==> config.mk <==
export PLATFORM = sky130hd
export DESIGN_NAME = chunked_image_dma_sequencer_core_flat
export DESIGN_NICKNAME = d
export VERILOG_FILES = /design/src/sv/cids_pkg.sv /design/src/sv/cids_cfg_if.sv /design/src/sv/cids_in_if.sv /design/src/sv/cids_out_if.sv /design/src/sv/cids_cfg_regs.sv /design/src/sv/cids_alu.sv /design/src/sv/cids_seq.sv /design/src/sv/chunked_image_dma_sequencer_core.sv /design/src/flat_wrapper.sv
export SDC_FILE = /design/constraint.sdc
export NUM_CORES = 2
export LEC_CHECK = 0
export BUFFER_PORTS_ARGS = -buffer_cell sky130_fd_sc_hd__clkbuf_2
export CAP_MARGIN = 10
export CORE_MARGIN = 2
export CORE_UTILIZATION = 40
export DETAILED_ROUTE_END_ITERATION = 7
export PLACE_DENSITY = 0.6
export SYNTH_ARGS = -nofsm -noshare
export SYNTH_HDL_FRONTEND = slang
export SYNTH_SLANG_ARGS = --single-unit
==> constraint.sdc <==
create_clock -name clk -period 12.96 [get_ports clk]
set_clock_uncertainty 0.1 [all_clocks]
set_input_delay 1.296 -clock clk [delete_from_list [all_inputs] [get_ports clk]]
set_output_delay 1.296 -clock clk [all_outputs]
set_load 0.01 [all_outputs]
==> src/sv/cids_pkg.sv <==
// Package for the chunked image DMA sequencer: result and opcode codes,
// register indexes, arithmetic unit operations and shared structs.
// No dependencies; every other file of the block but cids_in_if uses it.
package cids_pkg;

    localparam logic OP_START = 1'b0;
    localparam logic OP_EVENT = 1'b1;

    typedef logic [1:0] kind_t;
    localparam kind_t KIND_CHUNK  = 2'd0;
    localparam kind_t KIND_DONE   = 2'd1;
    localparam kind_t KIND_FAIL   = 2'd2;
    localparam kind_t KIND_REJECT = 2'd3;

    typedef logic [2:0] reg_index_t;
    localparam reg_index_t REG_FRAME_WIDTH     = 3'd0;
    localparam reg_index_t REG_FRAME_HEIGHT    = 3'd1;
    localparam reg_index_t REG_SAMPLE_DEPTH    = 3'd2;
    localparam reg_index_t REG_COMPONENT_COUNT = 3'd3;
    localparam reg_index_t REG_BUFFER_BASE     = 3'd4;

    localparam logic [4:0] DEPTH_8  = 5'd8;
    localparam logic [4:0] DEPTH_16 = 5'd16;

    typedef logic [1:0] alu_op_t;
    localparam alu_op_t ALU_ADD = 2'd0;
    localparam alu_op_t ALU_SUB = 2'd1;
    localparam alu_op_t ALU_MUL = 2'd2;

    typedef struct packed {
        logic [13:0] frame_width;
        logic [13:0] frame_height;
        logic [4:0]  sample_depth;
        logic [2:0]  component_count;
        logic [63:0] buffer_base;
    } cfg_t;

    typedef struct packed {
        logic opcode;
        logic done_flag;
        logic error_flag;
        logic halted_flag;
    } in_item_t;

    typedef struct packed {
        kind_t       kind;
        logic [63:0] chunk_address;
        logic [31:0] chunk_length;
        logic        last;
    } out_item_t;

    typedef struct packed {
        alu_op_t     op;
        logic [63:0] a;
        logic [63:0] b;
    } alu_req_t;

    typedef struct packed {
        logic [63:0] result;
        logic        borrow;
    } alu_rsp_t;

endpackage

==> src/sv/cids_cfg_if.sv <==
// Configuration write channel of the chunked image DMA sequencer.
// Depends on cids_pkg for the register index type.
interface cids_cfg_if;
    logic                  valid;
    logic                  ready;
    cids_pkg::reg_index_t  index;
    logic [63:0]           data;

    modport source (output valid, output index, output data, input ready);
    modport sink (input valid, input index, input data, output ready);
endinterface

==> src/sv/cids_in_if.sv <==
// Event input channel of the chunked image DMA sequencer.
// Carries one start or status event per beat; no dependencies.
interface cids_in_if;
    logic valid;
    logic ready;
    logic opcode;
    logic done_flag;
    logic error_flag;
    logic halted_flag;

    modport source (output valid, output opcode, output done_flag,
                    output error_flag, output halted_flag, input ready);
    modport sink (input valid, input opcode, input done_flag,
                  input error_flag, input halted_flag, output ready);
endinterface

==> src/sv/cids_out_if.sv <==
// Result output channel of the chunked image DMA sequencer.
// Depends on cids_pkg for the result kind type.
interface cids_out_if;
    logic             valid;
    logic             ready;
    cids_pkg::kind_t  kind;
    logic [63:0]      chunk_address;
    logic [31:0]      chunk_length;
    logic             last;

    modport source (output valid, output kind, output chunk_address,
                    output chunk_length, output last, input ready);
    modport sink (input valid, input kind, input chunk_address,
                  input chunk_length, input last, output ready);
endinterface

==> src/sv/cids_cfg_regs.sv <==
// Configuration register file of the chunked image DMA sequencer.
// Depends on cids_pkg for the register indexes and the cfg_t struct.
module cids_cfg_regs
(
    input  logic                  clk,
    input  logic                  rst_n,
    input  logic                  wr_valid,
    input  cids_pkg::reg_index_t  wr_index,
    input  logic [63:0]           wr_data,
    output cids_pkg::cfg_t        cfg
);

    cids_pkg::cfg_t cfg_reg;
    cids_pkg::cfg_t cfg_next;

    always_comb
    begin
        cfg_next = cfg_reg;
        if (wr_valid)
        begin
            unique case (wr_index)
                cids_pkg::REG_FRAME_WIDTH:     cfg_next.frame_width     = wr_data[13:0];
                cids_pkg::REG_FRAME_HEIGHT:    cfg_next.frame_height    = wr_data[13:0];
                cids_pkg::REG_SAMPLE_DEPTH:    cfg_next.sample_depth    = wr_data[4:0];
                cids_pkg::REG_COMPONENT_COUNT: cfg_next.component_count = wr_data[2:0];
                cids_pkg::REG_BUFFER_BASE:     cfg_next.buffer_base     = wr_data;
                default:                       cfg_next = cfg_reg;
            endcase
        end
    end

    always_ff @(posedge clk or negedge rst_n)
    begin
        if (!rst_n)
        begin
            cfg_reg.frame_width     <= 14'd0;
            cfg_reg.frame_height    <= 14'd0;
            cfg_reg.sample_depth    <= cids_pkg::DEPTH_8;
            cfg_reg.component_count <= 3'd1;
            cfg_reg.buffer_base     <= 64'd0;
        end
        else
        begin
            cfg_reg <= cfg_next;
        end
    end

    assign cfg = cfg_reg;

endmodule

==> src/sv/cids_alu.sv <==
// Shared arithmetic unit of the chunked image DMA sequencer: a 64-bit add,
// a 64-bit subtract with borrow and a 32 by 16 bit multiply. Uses cids_pkg.
module cids_alu
(
    input  cids_pkg::alu_req_t req,
    output cids_pkg::alu_rsp_t rsp
);

    logic [64:0] sum;
    logic [47:0] product;

    assign product = req.a[31:0] * req.b[15:0];

    always_comb
    begin
        unique case (req.op)
            cids_pkg::ALU_ADD: sum = {1'b0, req.a} + {1'b0, req.b};
            cids_pkg::ALU_SUB: sum = {1'b0, req.a} - {1'b0, req.b};
            cids_pkg::ALU_MUL: sum = {17'd0, product};
            default:           sum = 65'd0;
        endcase
    end

    assign rsp.result = sum[63:0];
    assign rsp.borrow = sum[64];

endmodule

==> src/sv/cids_seq.sv <==
// Sequencer of the chunked image DMA sequencer: transfer state, the step
// sequence that drives the shared unit, and the output register.
// Depends on cids_pkg; drives one cids_alu.
module cids_seq
#(
    parameter logic [31:0] MAX_CHUNK_BYTES = 32'd8388607
)
(
    input  logic                   clk,
    input  logic                   rst_n,
    input  cids_pkg::cfg_t         cfg,
    input  logic                   in_valid,
    output logic                   in_ready,
    input  cids_pkg::in_item_t     in_item,
    output logic                   out_valid,
    input  logic                   out_ready,
    output cids_pkg::out_item_t    out_item,
    output cids_pkg::alu_req_t     alu_req,
    input  cids_pkg::alu_rsp_t     alu_rsp
);

    localparam logic [2:0] S_IDLE   = 3'd0;
    localparam logic [2:0] S_MUL_WH = 3'd1;
    localparam logic [2:0] S_MUL_F  = 3'd2;
    localparam logic [2:0] S_LIMIT  = 3'd3;
    localparam logic [2:0] S_ADD    = 3'd4;
    localparam logic [2:0] S_REM    = 3'd5;
    localparam logic [2:0] S_ADDR   = 3'd6;
    localparam logic [2:0] S_EMIT   = 3'd7;

    logic [2:0]          state_reg, state_next;
    logic [63:0]         acc_reg, acc_next;
    logic [31:0]         total_reg, total_next;
    logic [31:0]         done_reg, done_next;
    logic [31:0]         chunk_reg, chunk_next;
    logic                running_reg, running_next;
    logic                start_reg, start_next;
    cids_pkg::kind_t     pend_kind_reg, pend_kind_next;
    logic [63:0]         pend_addr_reg, pend_addr_next;
    logic [31:0]         pend_len_reg, pend_len_next;
    logic                out_valid_reg, out_valid_next;
    cids_pkg::out_item_t out_item_reg, out_item_next;

    logic                accept;
    logic                depth_ok;
    logic [3:0]          factor;
    logic [31:0]         limited;

    assign accept   = in_valid && in_ready;
    assign depth_ok = (cfg.sample_depth == cids_pkg::DEPTH_8)
                   || (cfg.sample_depth == cids_pkg::DEPTH_16);
    assign factor   = (cfg.sample_depth == cids_pkg::DEPTH_16)
                    ? {cfg.component_count, 1'b0} : {1'b0, cfg.component_count};
    assign limited  = alu_rsp.borrow ? acc_reg[31:0] : MAX_CHUNK_BYTES;

    always_comb
    begin
        alu_req.op = cids_pkg::ALU_ADD;
        alu_req.a  = 64'd0;
        alu_req.b  = 64'd0;
        unique case (state_reg)
            S_MUL_WH:
            begin
                alu_req.op = cids_pkg::ALU_MUL;
                alu_req.a  = {50'd0, cfg.frame_width};
                alu_req.b  = {50'd0, cfg.frame_height};
            end
            S_MUL_F:
            begin
                alu_req.op = cids_pkg::ALU_MUL;
                alu_req.a  = acc_reg;
                alu_req.b  = {60'd0, factor};
            end
            S_LIMIT:
            begin
                alu_req.op = cids_pkg::ALU_SUB;
                alu_req.a  = acc_reg;
                alu_req.b  = {32'd0, MAX_CHUNK_BYTES};
            end
            S_ADD:
            begin
                alu_req.op = cids_pkg::ALU_ADD;
                alu_req.a  = {32'd0, done_reg};
                alu_req.b  = {32'd0, chunk_reg};
            end
            S_REM:
            begin
                alu_req.op = cids_pkg::ALU_SUB;
                alu_req.a  = {32'd0, total_reg};
                alu_req.b  = {32'd0, done_reg};
            end
            S_ADDR:
            begin
                alu_req.op = cids_pkg::ALU_ADD;
                alu_req.a  = cfg.buffer_base;
                alu_req.b  = {32'd0, done_reg};
            end
            default:
            begin
                alu_req.op = cids_pkg::ALU_ADD;
            end
        endcase
    end

    always_comb
    begin
        state_next     = state_reg;
        acc_next       = acc_reg;
        total_next     = total_reg;
        done_next      = done_reg;
        chunk_next     = chunk_reg;
        running_next   = running_reg;
        start_next     = start_reg;
        pend_kind_next = pend_kind_reg;
        pend_addr_next = pend_addr_reg;
        pend_len_next  = pend_len_reg;
        out_valid_next = out_valid_reg && !out_ready;
        out_item_next  = out_item_reg;

        unique case (state_reg)
            S_IDLE:
            begin
                if (accept)
                begin
                    pend_addr_next = 64'd0;
                    pend_len_next  = 32'd0;
                    if (in_item.opcode == cids_pkg::OP_START)
                    begin
                        start_next = 1'b1;
                        if (depth_ok)
                        begin
                            state_next = S_MUL_WH;
                        end
                        else
                        begin
                            pend_kind_next = cids_pkg::KIND_REJECT;
                            state_next     = S_EMIT;
                        end
                    end
                    else if (in_item.error_flag && in_item.halted_flag)
                    begin
                        running_next   = 1'b0;
                        pend_kind_next = cids_pkg::KIND_FAIL;
                        state_next     = S_EMIT;
                    end
                    else if (in_item.done_flag && running_reg)
                    begin
                        start_next = 1'b0;
                        state_next = S_ADD;
                    end
                end
            end
            S_MUL_WH:
            begin
                acc_next   = alu_rsp.result;
                state_next = S_MUL_F;
            end
            S_MUL_F:
            begin
                acc_next   = {32'd0, alu_rsp.result[31:0]};
                total_next = alu_rsp.result[31:0];
                done_next  = 32'd0;
                state_next = S_LIMIT;
            end
            S_LIMIT:
            begin
                chunk_next = limited;
                if (start_reg)
                begin
                    running_next   = 1'b1;
                    pend_kind_next = cids_pkg::KIND_CHUNK;
                    pend_addr_next = cfg.buffer_base;
                    pend_len_next  = limited;
                    state_next     = S_EMIT;
                end
                else
                begin
                    state_next = S_ADDR;
                end
            end
            S_ADD:
            begin
                done_next  = alu_rsp.result[31:0];
                state_next = S_REM;
            end
            S_REM:
            begin
                acc_next = {32'd0, alu_rsp.result[31:0]};
                if (!alu_rsp.borrow && (alu_rsp.result[31:0] != 32'd0))
                begin
                    state_next = S_LIMIT;
                end
                else
                begin
                    running_next   = 1'b0;
                    pend_kind_next = cids_pkg::KIND_DONE;
                    state_next     = S_EMIT;
                end
            end
            S_ADDR:
            begin
                pend_kind_next = cids_pkg::KIND_CHUNK;
                pend_addr_next = alu_rsp.result;
                pend_len_next  = chunk_reg;
                state_next     = S_EMIT;
            end
            S_EMIT:
            begin
                if (!out_valid_reg || out_ready)
                begin
                    out_valid_next              = 1'b1;
                    out_item_next.kind          = pend_kind_reg;
                    out_item_next.chunk_address = pend_addr_reg;
                    out_item_next.chunk_length  = pend_len_reg;
                    out_item_next.last          = 1'b1;
                    state_next                  = S_IDLE;
                end
            end
            default:
            begin
                state_next = S_IDLE;
            end
        endcase
    end

    always_ff @(posedge clk or negedge rst_n)
    begin
        if (!rst_n)
        begin
            state_reg     <= S_IDLE;
            total_reg     <= 32'd0;
            done_reg      <= 32'd0;
            chunk_reg     <= 32'd0;
            running_reg   <= 1'b0;
            start_reg     <= 1'b0;
            out_valid_reg <= 1'b0;
        end
        else
        begin
            state_reg     <= state_next;
            total_reg     <= total_next;
            done_reg      <= done_next;
            chunk_reg     <= chunk_next;
            running_reg   <= running_next;
            start_reg     <= start_next;
            out_valid_reg <= out_valid_next;
        end
    end

    always_ff @(posedge clk)
    begin
        acc_reg       <= acc_next;
        pend_kind_reg <= pend_kind_next;
        pend_addr_reg <= pend_addr_next;
        pend_len_reg  <= pend_len_next;
        out_item_reg  <= out_item_next;
    end

    assign in_ready  = (state_reg == S_IDLE);
    assign out_valid = out_valid_reg;
    assign out_item  = out_item_reg;

endmodule

==> src/sv/chunked_image_dma_sequencer_core.sv <==
// Top level of the chunked image DMA sequencer for one DMA channel.
// Depends on cids_pkg, the three channel interfaces, cids_cfg_regs,
// cids_seq and cids_alu.
//
// The cfg_ch channel writes the frame width, frame height, sample depth,
// component count and buffer base; it is always ready and must only be
// written while the block is idle. The in_ch channel takes one beat per
// start or status event. The out_ch channel gives at most one result beat
// per event, always marked last: a chunk to program, transfer done,
// transfer failed, or start rejected.
//
// A start passes through two multiply steps and one compare step on the
// shared arithmetic unit, then the write of the output register. A
// completion event that reports done takes an add and a subtract step; one
// that programs the next chunk takes add, subtract, compare and address add
// steps on the same unit. An error or reject goes straight to the output
// register write, and an event with nothing to report leaves the sequencer
// idle. in_ch.ready is high only while the sequencer is idle, so a new event
// is taken only once the result of the last one is in the output register.
//
// A finished result waits in the output register while a new event is
// accepted; the next result waits in the sequencer until that register is
// taken. Reset clears the transfer state and returns the registers to
// width 0, height 0, depth 8, one component and base 0.
module chunked_image_dma_sequencer_core
#(
    parameter logic [31:0] MAX_CHUNK_BYTES = 32'd8388607
)
(
    input  logic        clk,
    input  logic        rst_n,
    cids_cfg_if.sink    cfg_ch,
    cids_in_if.sink     in_ch,
    cids_out_if.source  out_ch
);

    cids_pkg::cfg_t      cfg;
    cids_pkg::in_item_t  in_item;
    cids_pkg::out_item_t out_item;
    cids_pkg::alu_req_t  alu_req;
    cids_pkg::alu_rsp_t  alu_rsp;

    assign cfg_ch.ready = 1'b1;

    assign in_item.opcode      = in_ch.opcode;
    assign in_item.done_flag   = in_ch.done_flag;
    assign in_item.error_flag  = in_ch.error_flag;
    assign in_item.halted_flag = in_ch.halted_flag;

    assign out_ch.kind          = out_item.kind;
    assign out_ch.chunk_address = out_item.chunk_address;
    assign out_ch.chunk_length  = out_item.chunk_length;
    assign out_ch.last          = out_item.last;

    cids_cfg_regs u_cfg_regs
    (
        .clk      (clk),
        .rst_n    (rst_n),
        .wr_valid (cfg_ch.valid),
        .wr_index (cfg_ch.index),
        .wr_data  (cfg_ch.data),
        .cfg      (cfg)
    );

    cids_seq #(.MAX_CHUNK_BYTES(MAX_CHUNK_BYTES)) u_seq
    (
        .clk       (clk),
        .rst_n     (rst_n),
        .cfg       (cfg),
        .in_valid  (in_ch.valid),
        .in_ready  (in_ch.ready),
        .in_item   (in_item),
        .out_valid (out_ch.valid),
        .out_ready (out_ch.ready),
        .out_item  (out_item),
        .alu_req   (alu_req),
        .alu_rsp   (alu_rsp)
    );

    cids_alu u_alu
    (
        .req (alu_req),
        .rsp (alu_rsp)
    );

endmodule

==> src/flat_wrapper.sv <==
// flat-port wrapper written by rule: the top's interface ports become plain ports
module chunked_image_dma_sequencer_core_flat 
#(
    parameter logic [31:0] MAX_CHUNK_BYTES = 32'd8388607
)
  (clk, rst_n, cfg_ch_valid, cfg_ch_index, cfg_ch_data, cfg_ch_ready, in_ch_valid, in_ch_opcode, in_ch_done_flag, in_ch_error_flag, in_ch_halted_flag, in_ch_ready, out_ch_valid, out_ch_kind, out_ch_chunk_address, out_ch_chunk_length, out_ch_last, out_ch_ready);
  cids_cfg_if cfg_ch_i ();
  cids_in_if in_ch_i ();
  cids_out_if out_ch_i ();
  input  logic clk;
  input  logic rst_n;
  input wire logic [$bits(cfg_ch_i.valid)-1:0] cfg_ch_valid;
  input wire logic [$bits(cfg_ch_i.index)-1:0] cfg_ch_index;
  input wire logic [$bits(cfg_ch_i.data)-1:0] cfg_ch_data;
  output wire logic [$bits(cfg_ch_i.ready)-1:0] cfg_ch_ready;
  input wire logic [$bits(in_ch_i.valid)-1:0] in_ch_valid;
  input wire logic [$bits(in_ch_i.opcode)-1:0] in_ch_opcode;
  input wire logic [$bits(in_ch_i.done_flag)-1:0] in_ch_done_flag;
  input wire logic [$bits(in_ch_i.error_flag)-1:0] in_ch_error_flag;
  input wire logic [$bits(in_ch_i.halted_flag)-1:0] in_ch_halted_flag;
  output wire logic [$bits(in_ch_i.ready)-1:0] in_ch_ready;
  output wire logic [$bits(out_ch_i.valid)-1:0] out_ch_valid;
  output wire logic [$bits(out_ch_i.kind)-1:0] out_ch_kind;
  output wire logic [$bits(out_ch_i.chunk_address)-1:0] out_ch_chunk_address;
  output wire logic [$bits(out_ch_i.chunk_length)-1:0] out_ch_chunk_length;
  output wire logic [$bits(out_ch_i.last)-1:0] out_ch_last;
  input wire logic [$bits(out_ch_i.ready)-1:0] out_ch_ready;
  assign cfg_ch_i.valid = cfg_ch_valid;
  assign cfg_ch_i.index = cfg_ch_index;
  assign cfg_ch_i.data = cfg_ch_data;
  assign cfg_ch_ready = cfg_ch_i.ready;
  assign in_ch_i.valid = in_ch_valid;
  assign in_ch_i.opcode = in_ch_opcode;
  assign in_ch_i.done_flag = in_ch_done_flag;
  assign in_ch_i.error_flag = in_ch_error_flag;
  assign in_ch_i.halted_flag = in_ch_halted_flag;
  assign in_ch_ready = in_ch_i.ready;
  assign out_ch_valid = out_ch_i.valid;
  assign out_ch_kind = out_ch_i.kind;
  assign out_ch_chunk_address = out_ch_i.chunk_address;
  assign out_ch_chunk_length = out_ch_i.chunk_length;
  assign out_ch_last = out_ch_i.last;
  assign out_ch_i.ready = out_ch_ready;
  chunked_image_dma_sequencer_core #(.MAX_CHUNK_BYTES(MAX_CHUNK_BYTES)) u_core (.clk(clk), .rst_n(rst_n), .cfg_ch(cfg_ch_i), .in_ch(in_ch_i), .out_ch(out_ch_i));
endmodule
==> flow_summary_export.csv <==
group,metric,value,unit
status,outcome,"finished, final reports clean",
yosys,synth-edff-count,260,
cells_and_area,fillers,9661,
setup_path,worstPathRequired,13.14,ns
global_routing,grt_max_degree,86,
yosys,synthTopCellsByArea,"fa_1 (21%), edfxtp_1 (19%), dfrtp_1 (12%), nand2_1 (7.0%), ha_1 (5.8%)",
drt,drc,0,
clocking,cts_buffers,45,
setup_path,critical_path.startpoint,"u_core.u_seq.state_reg[0]$_DFFE_PN0P_",
drt,wl_per_cell,22.48,microns
clocking,clk_latency,0.60,ns
sta,fin_setup_tns,0,ns
yosys,ys.flop_type,"edfxtp_1",
clocking,cts_setup_buffers,0,
yosys,synth_cells,4206,
die,ios,178,
sta,worstMarginPinSlew,1.197,ns
yosys,synth_cell_types,94,
setup_path,path_depth,30,
setup_path,crit_top_cell,"fa_1",
global_routing,grt_first_pass_wirelength,194.4,mm
die,die-height,321.1,microns
clocking,postCtsResizedCells,0,
setup_path,path_class,"register to register",
cells_and_area,fin_util,0.4408,
die,fp.dieArea,103100,sq um
cells_and_area,synthToLayoutAreaGrowth,9.435,%
drt,firstDrtPassIters,8,
sta,setup_ws,2.131,ns
clocking,cts_buffer_depth,3,
yosys,yosysTopAreaCell,"fa_1",
setup_path,worst-path-max-fanout,35,
setup_path,crit_end,"u_core.u_seq.pend_kind_reg[0]$_DFFE_PP_",
cells_and_area,final_layout_size_suffix_gt1_frac,0.1133,
sta,relSlewSlack,0.1995,
sta,rsz0062_at_grt,"false",
global_routing,globalRouteTotalUtil,0.2447,
place,io_buffers,175,
setup_path,critical_path.max_stage_delay,0.89,ns
sta,fin_crit_sh,0.8356,
global_routing,first_global_vias,31705,
global_routing,antenna_found_initial,0,
setup_path,end_kind,"register",
die,coreArea,99860,sq um
clocking,clkSlewWorstSetupHoldPaths,0.07,ns
setup_path,cp_top_family,"adder cells",
clocking,cts.sinks,462,
clocking,cts_tree,"yes",
setup_path,reg2reg_setup_slack,2.13,ns
clocking,ctsHoldBuffers,0,
setup_path,r2r-end,"u_core.u_seq.pend_kind_reg[0]$_DFFE_PP_",
yosys,synth_seq_cells,462,
yosys,yosysTopAreaCellShare,0.2085,
job,max_cap_viol_count,0,
cells_and_area,antenna-diode-count,0,
sta,drv_slew,0,
setup_path,critPathArrivalTime,11.01,ns
yosys,yosysWarningCount,0,
setup_path,critPathLaunchType,"register",
drt,final_antenna_net_count,0,
sta,post-route-min-period,10.83,ns
global_routing,overflow,0,
setup_path,rr_startpoint,"u_core.u_seq.state_reg[0]$_DFFE_PN0P_",
setup_path,reg2reg_depth,30,
yosys,seq_area_frac_synth,0.3198,
yosys,syn-cell-area,40220,sq um
setup_path,cp_num_buf_inv,6,
cells_and_area,largest_register_ffs,100,
die,initial_utilization,0.4028,
drt,drtIter0Drc,2931,
sta,finalSetupViolCount,0,
place,place.gp.congestion,0.9267,
sta,clock.fmax,92.35,MHz
clocking,htreeDepth,2,
place,pre_cts_slack,2.268,ns
yosys,async_reset_ff_frac,0.4372,
setup_path,cpMaxStageDelayCell,"nor2_2",
die,rows,116,
place,dpl.hpwl,95.17,mm
drt,wl,126.0,mm
clocking,cts-root-buf,"clkbuf_16",
drt,num_vias,31350,
drt,routed_via_density,5.591,
die,fp.dieW,321.1,microns
yosys,postSynthAreaPerCell,9.563,sq um
cells_and_area,layout.nets,4955,
worst_hold_path,hold_path.class,"register to register",
sta,timing.final.hold_violations,0,
## synth_stat cells, drive strengths merged (28+ instances only)
| master | instances |
|---|---|
| a22oi | 28 |
| a21o | 47 |
| nand3 | 38 |
| edfxtp | 260 |
| xnor2 | 87 |
| a22o | 92 |
| mux2i | 52 |
| xor2 | 42 |
| nor2b | 29 |
| ha | 187 |
| clkbuf | 191 |
| nand4 | 32 |
| a31oi | 29 |
| a21oi | 131 |
| nor3 | 31 |
| fa | 419 |
| buf | 39 |
| dfrtp | 200 |
| and2 | 65 |
| nor2 | 292 |
| nand2 | 757 |
| mux2 | 103 |
| inv | 516 |
| o21ai | 251 |
## logic make-up (layout without fill, tap and decap cells)
family,count (synthesis),after routing,synth area share
adders and majority gates,606,606,0.2667
muxes,155,155,0.04209
buffers and inverters,755,857,0.07326
and+or+nand+nor,1315,1315,0.1404
xor gates and xnor gates,129,129,0.02874
AOI/OAI and AO/OA,783,783,0.1289
other,1,2,0.00009323
DFF,462,462,0.3198
## final cells by class
cell class	count	area, sq um	area share
Inverter	525	1971	0.04477
Tap cell	1298	1624	0.03690
Clock buffer	54	1200	0.02726
Clock inverter	29	335.3	0.007618
Timing Repair Buffer	249	1441	0.03275
Multi-Input combinational cell	2990	24570	0.5582
Sequential cell	462	12870	0.2925
## placed cells by master (no fill, tap or decap), types with 17 or more instances in the layout
cell | synthesis | final
fa_1 | 419 | 419
a21o_1 | 47 | 47
nor2_1 | 290 | 284
nor2b_1 | 29 | 28
o21ai_0 | 216 | 215
inv_1 | 514 | 513
o31ai_1 | 21 | 21
buf_4 | 7 | 74
clkbuf_2 | 0 | 174
a21oi_1 | 130 | 128
xor2_1 | 41 | 41
a211oi_1 | 18 | 18
a22o_1 | 92 | 92
dfrtp_1 | 200 | 197
o21a_1 | 24 | 24
a221oi_1 | 21 | 21
nor3_1 | 29 | 28
a31oi_1 | 29 | 22
o21bai_1 | 19 | 19
xnor2_1 | 86 | 86
mux2i_1 | 51 | 51
nand4_1 | 31 | 31
edfxtp_1 | 260 | 260
nand2_1 | 755 | 755
o211ai_1 | 17 | 17
ha_1 | 187 | 187
mux2_2 | 103 | 103
clkbuf_16 | 0 | 45
and2_1 | 64 | 63
clkinv_1 | 9 | 19
nand3_1 | 38 | 38
a22oi_1 | 28 | 28
o21ai_1 | 35 | 35
## how the worst min path moves through the flow
stage | from | to | slack (ns) | depth (start not counted)
detailed placement | u_core.u_seq.pend_len_reg[15]$_DFFE_PP_ | u_core.u_seq.out_item[16]$_DFFE_PP_ | 0.30 | 0
floorplan | u_core.u_seq.pend_len_reg[9]$_DFFE_PP_ | u_core.u_seq.out_item[10]$_DFFE_PP_ | 0.30 | 0
global placement | u_core.u_seq.pend_len_reg[18]$_DFFE_PP_ | u_core.u_seq.out_item[19]$_DFFE_PP_ | 0.30 | 0
global route | u_core.u_seq.pend_len_reg[11]$_DFFE_PP_ | u_core.u_seq.out_item[12]$_DFFE_PP_ | 0.32 | 0
CTS | u_core.u_seq.pend_len_reg[24]$_DFFE_PP_ | u_core.u_seq.out_item[25]$_DFFE_PP_ | 0.32 | 0
finish | u_core.u_seq.pend_addr_reg[34]$_DFFE_PP_ | u_core.u_seq.out_item[67]$_DFFE_PP_ | 0.32 | 0
## layer usage
metal | GRT usage | share of wire | up-vias
met1 | 0.3493 | 0.45 | 15840
met3 | 0.03356 | 0.072 | 162
met4 | 0.06428 | 0.024 | 0
li1 | - | - | 14092
met5 | 0 | 0 | -
met2 | 0.3916 | 0.46 | 1256
## worst register-to-register path, delay by kind of cell, from the launching register on
kind,cells,cell delay (ns)
adder cells (fa/ha/maj),7,3.51
AO/OA/AOI/OAI,11,2.75
AND/OR/NAND/NOR,5,1.85
buffers and inverters,6,1.32
flip-flops,1,0.83
XOR/XNOR,1,0.16
## metrics by stage
stage | hold WS, ns | std cells | area, sq um
finish | 0.3156 | 5607 | 44020
global route | 0.3158 | 5607 | 44020
global placement | 0.3005 | 5524 | 42480
detailed placement | 0.3045 | 5524 | 42480
floorplan | 0.3003 | 4207 | 40230
CTS | 0.3164 | 5607 | 44020
Power is left out: the tool's default activity adds up to more than one toggle a clock period on the data nets, which glitch-free logic cannot reach.
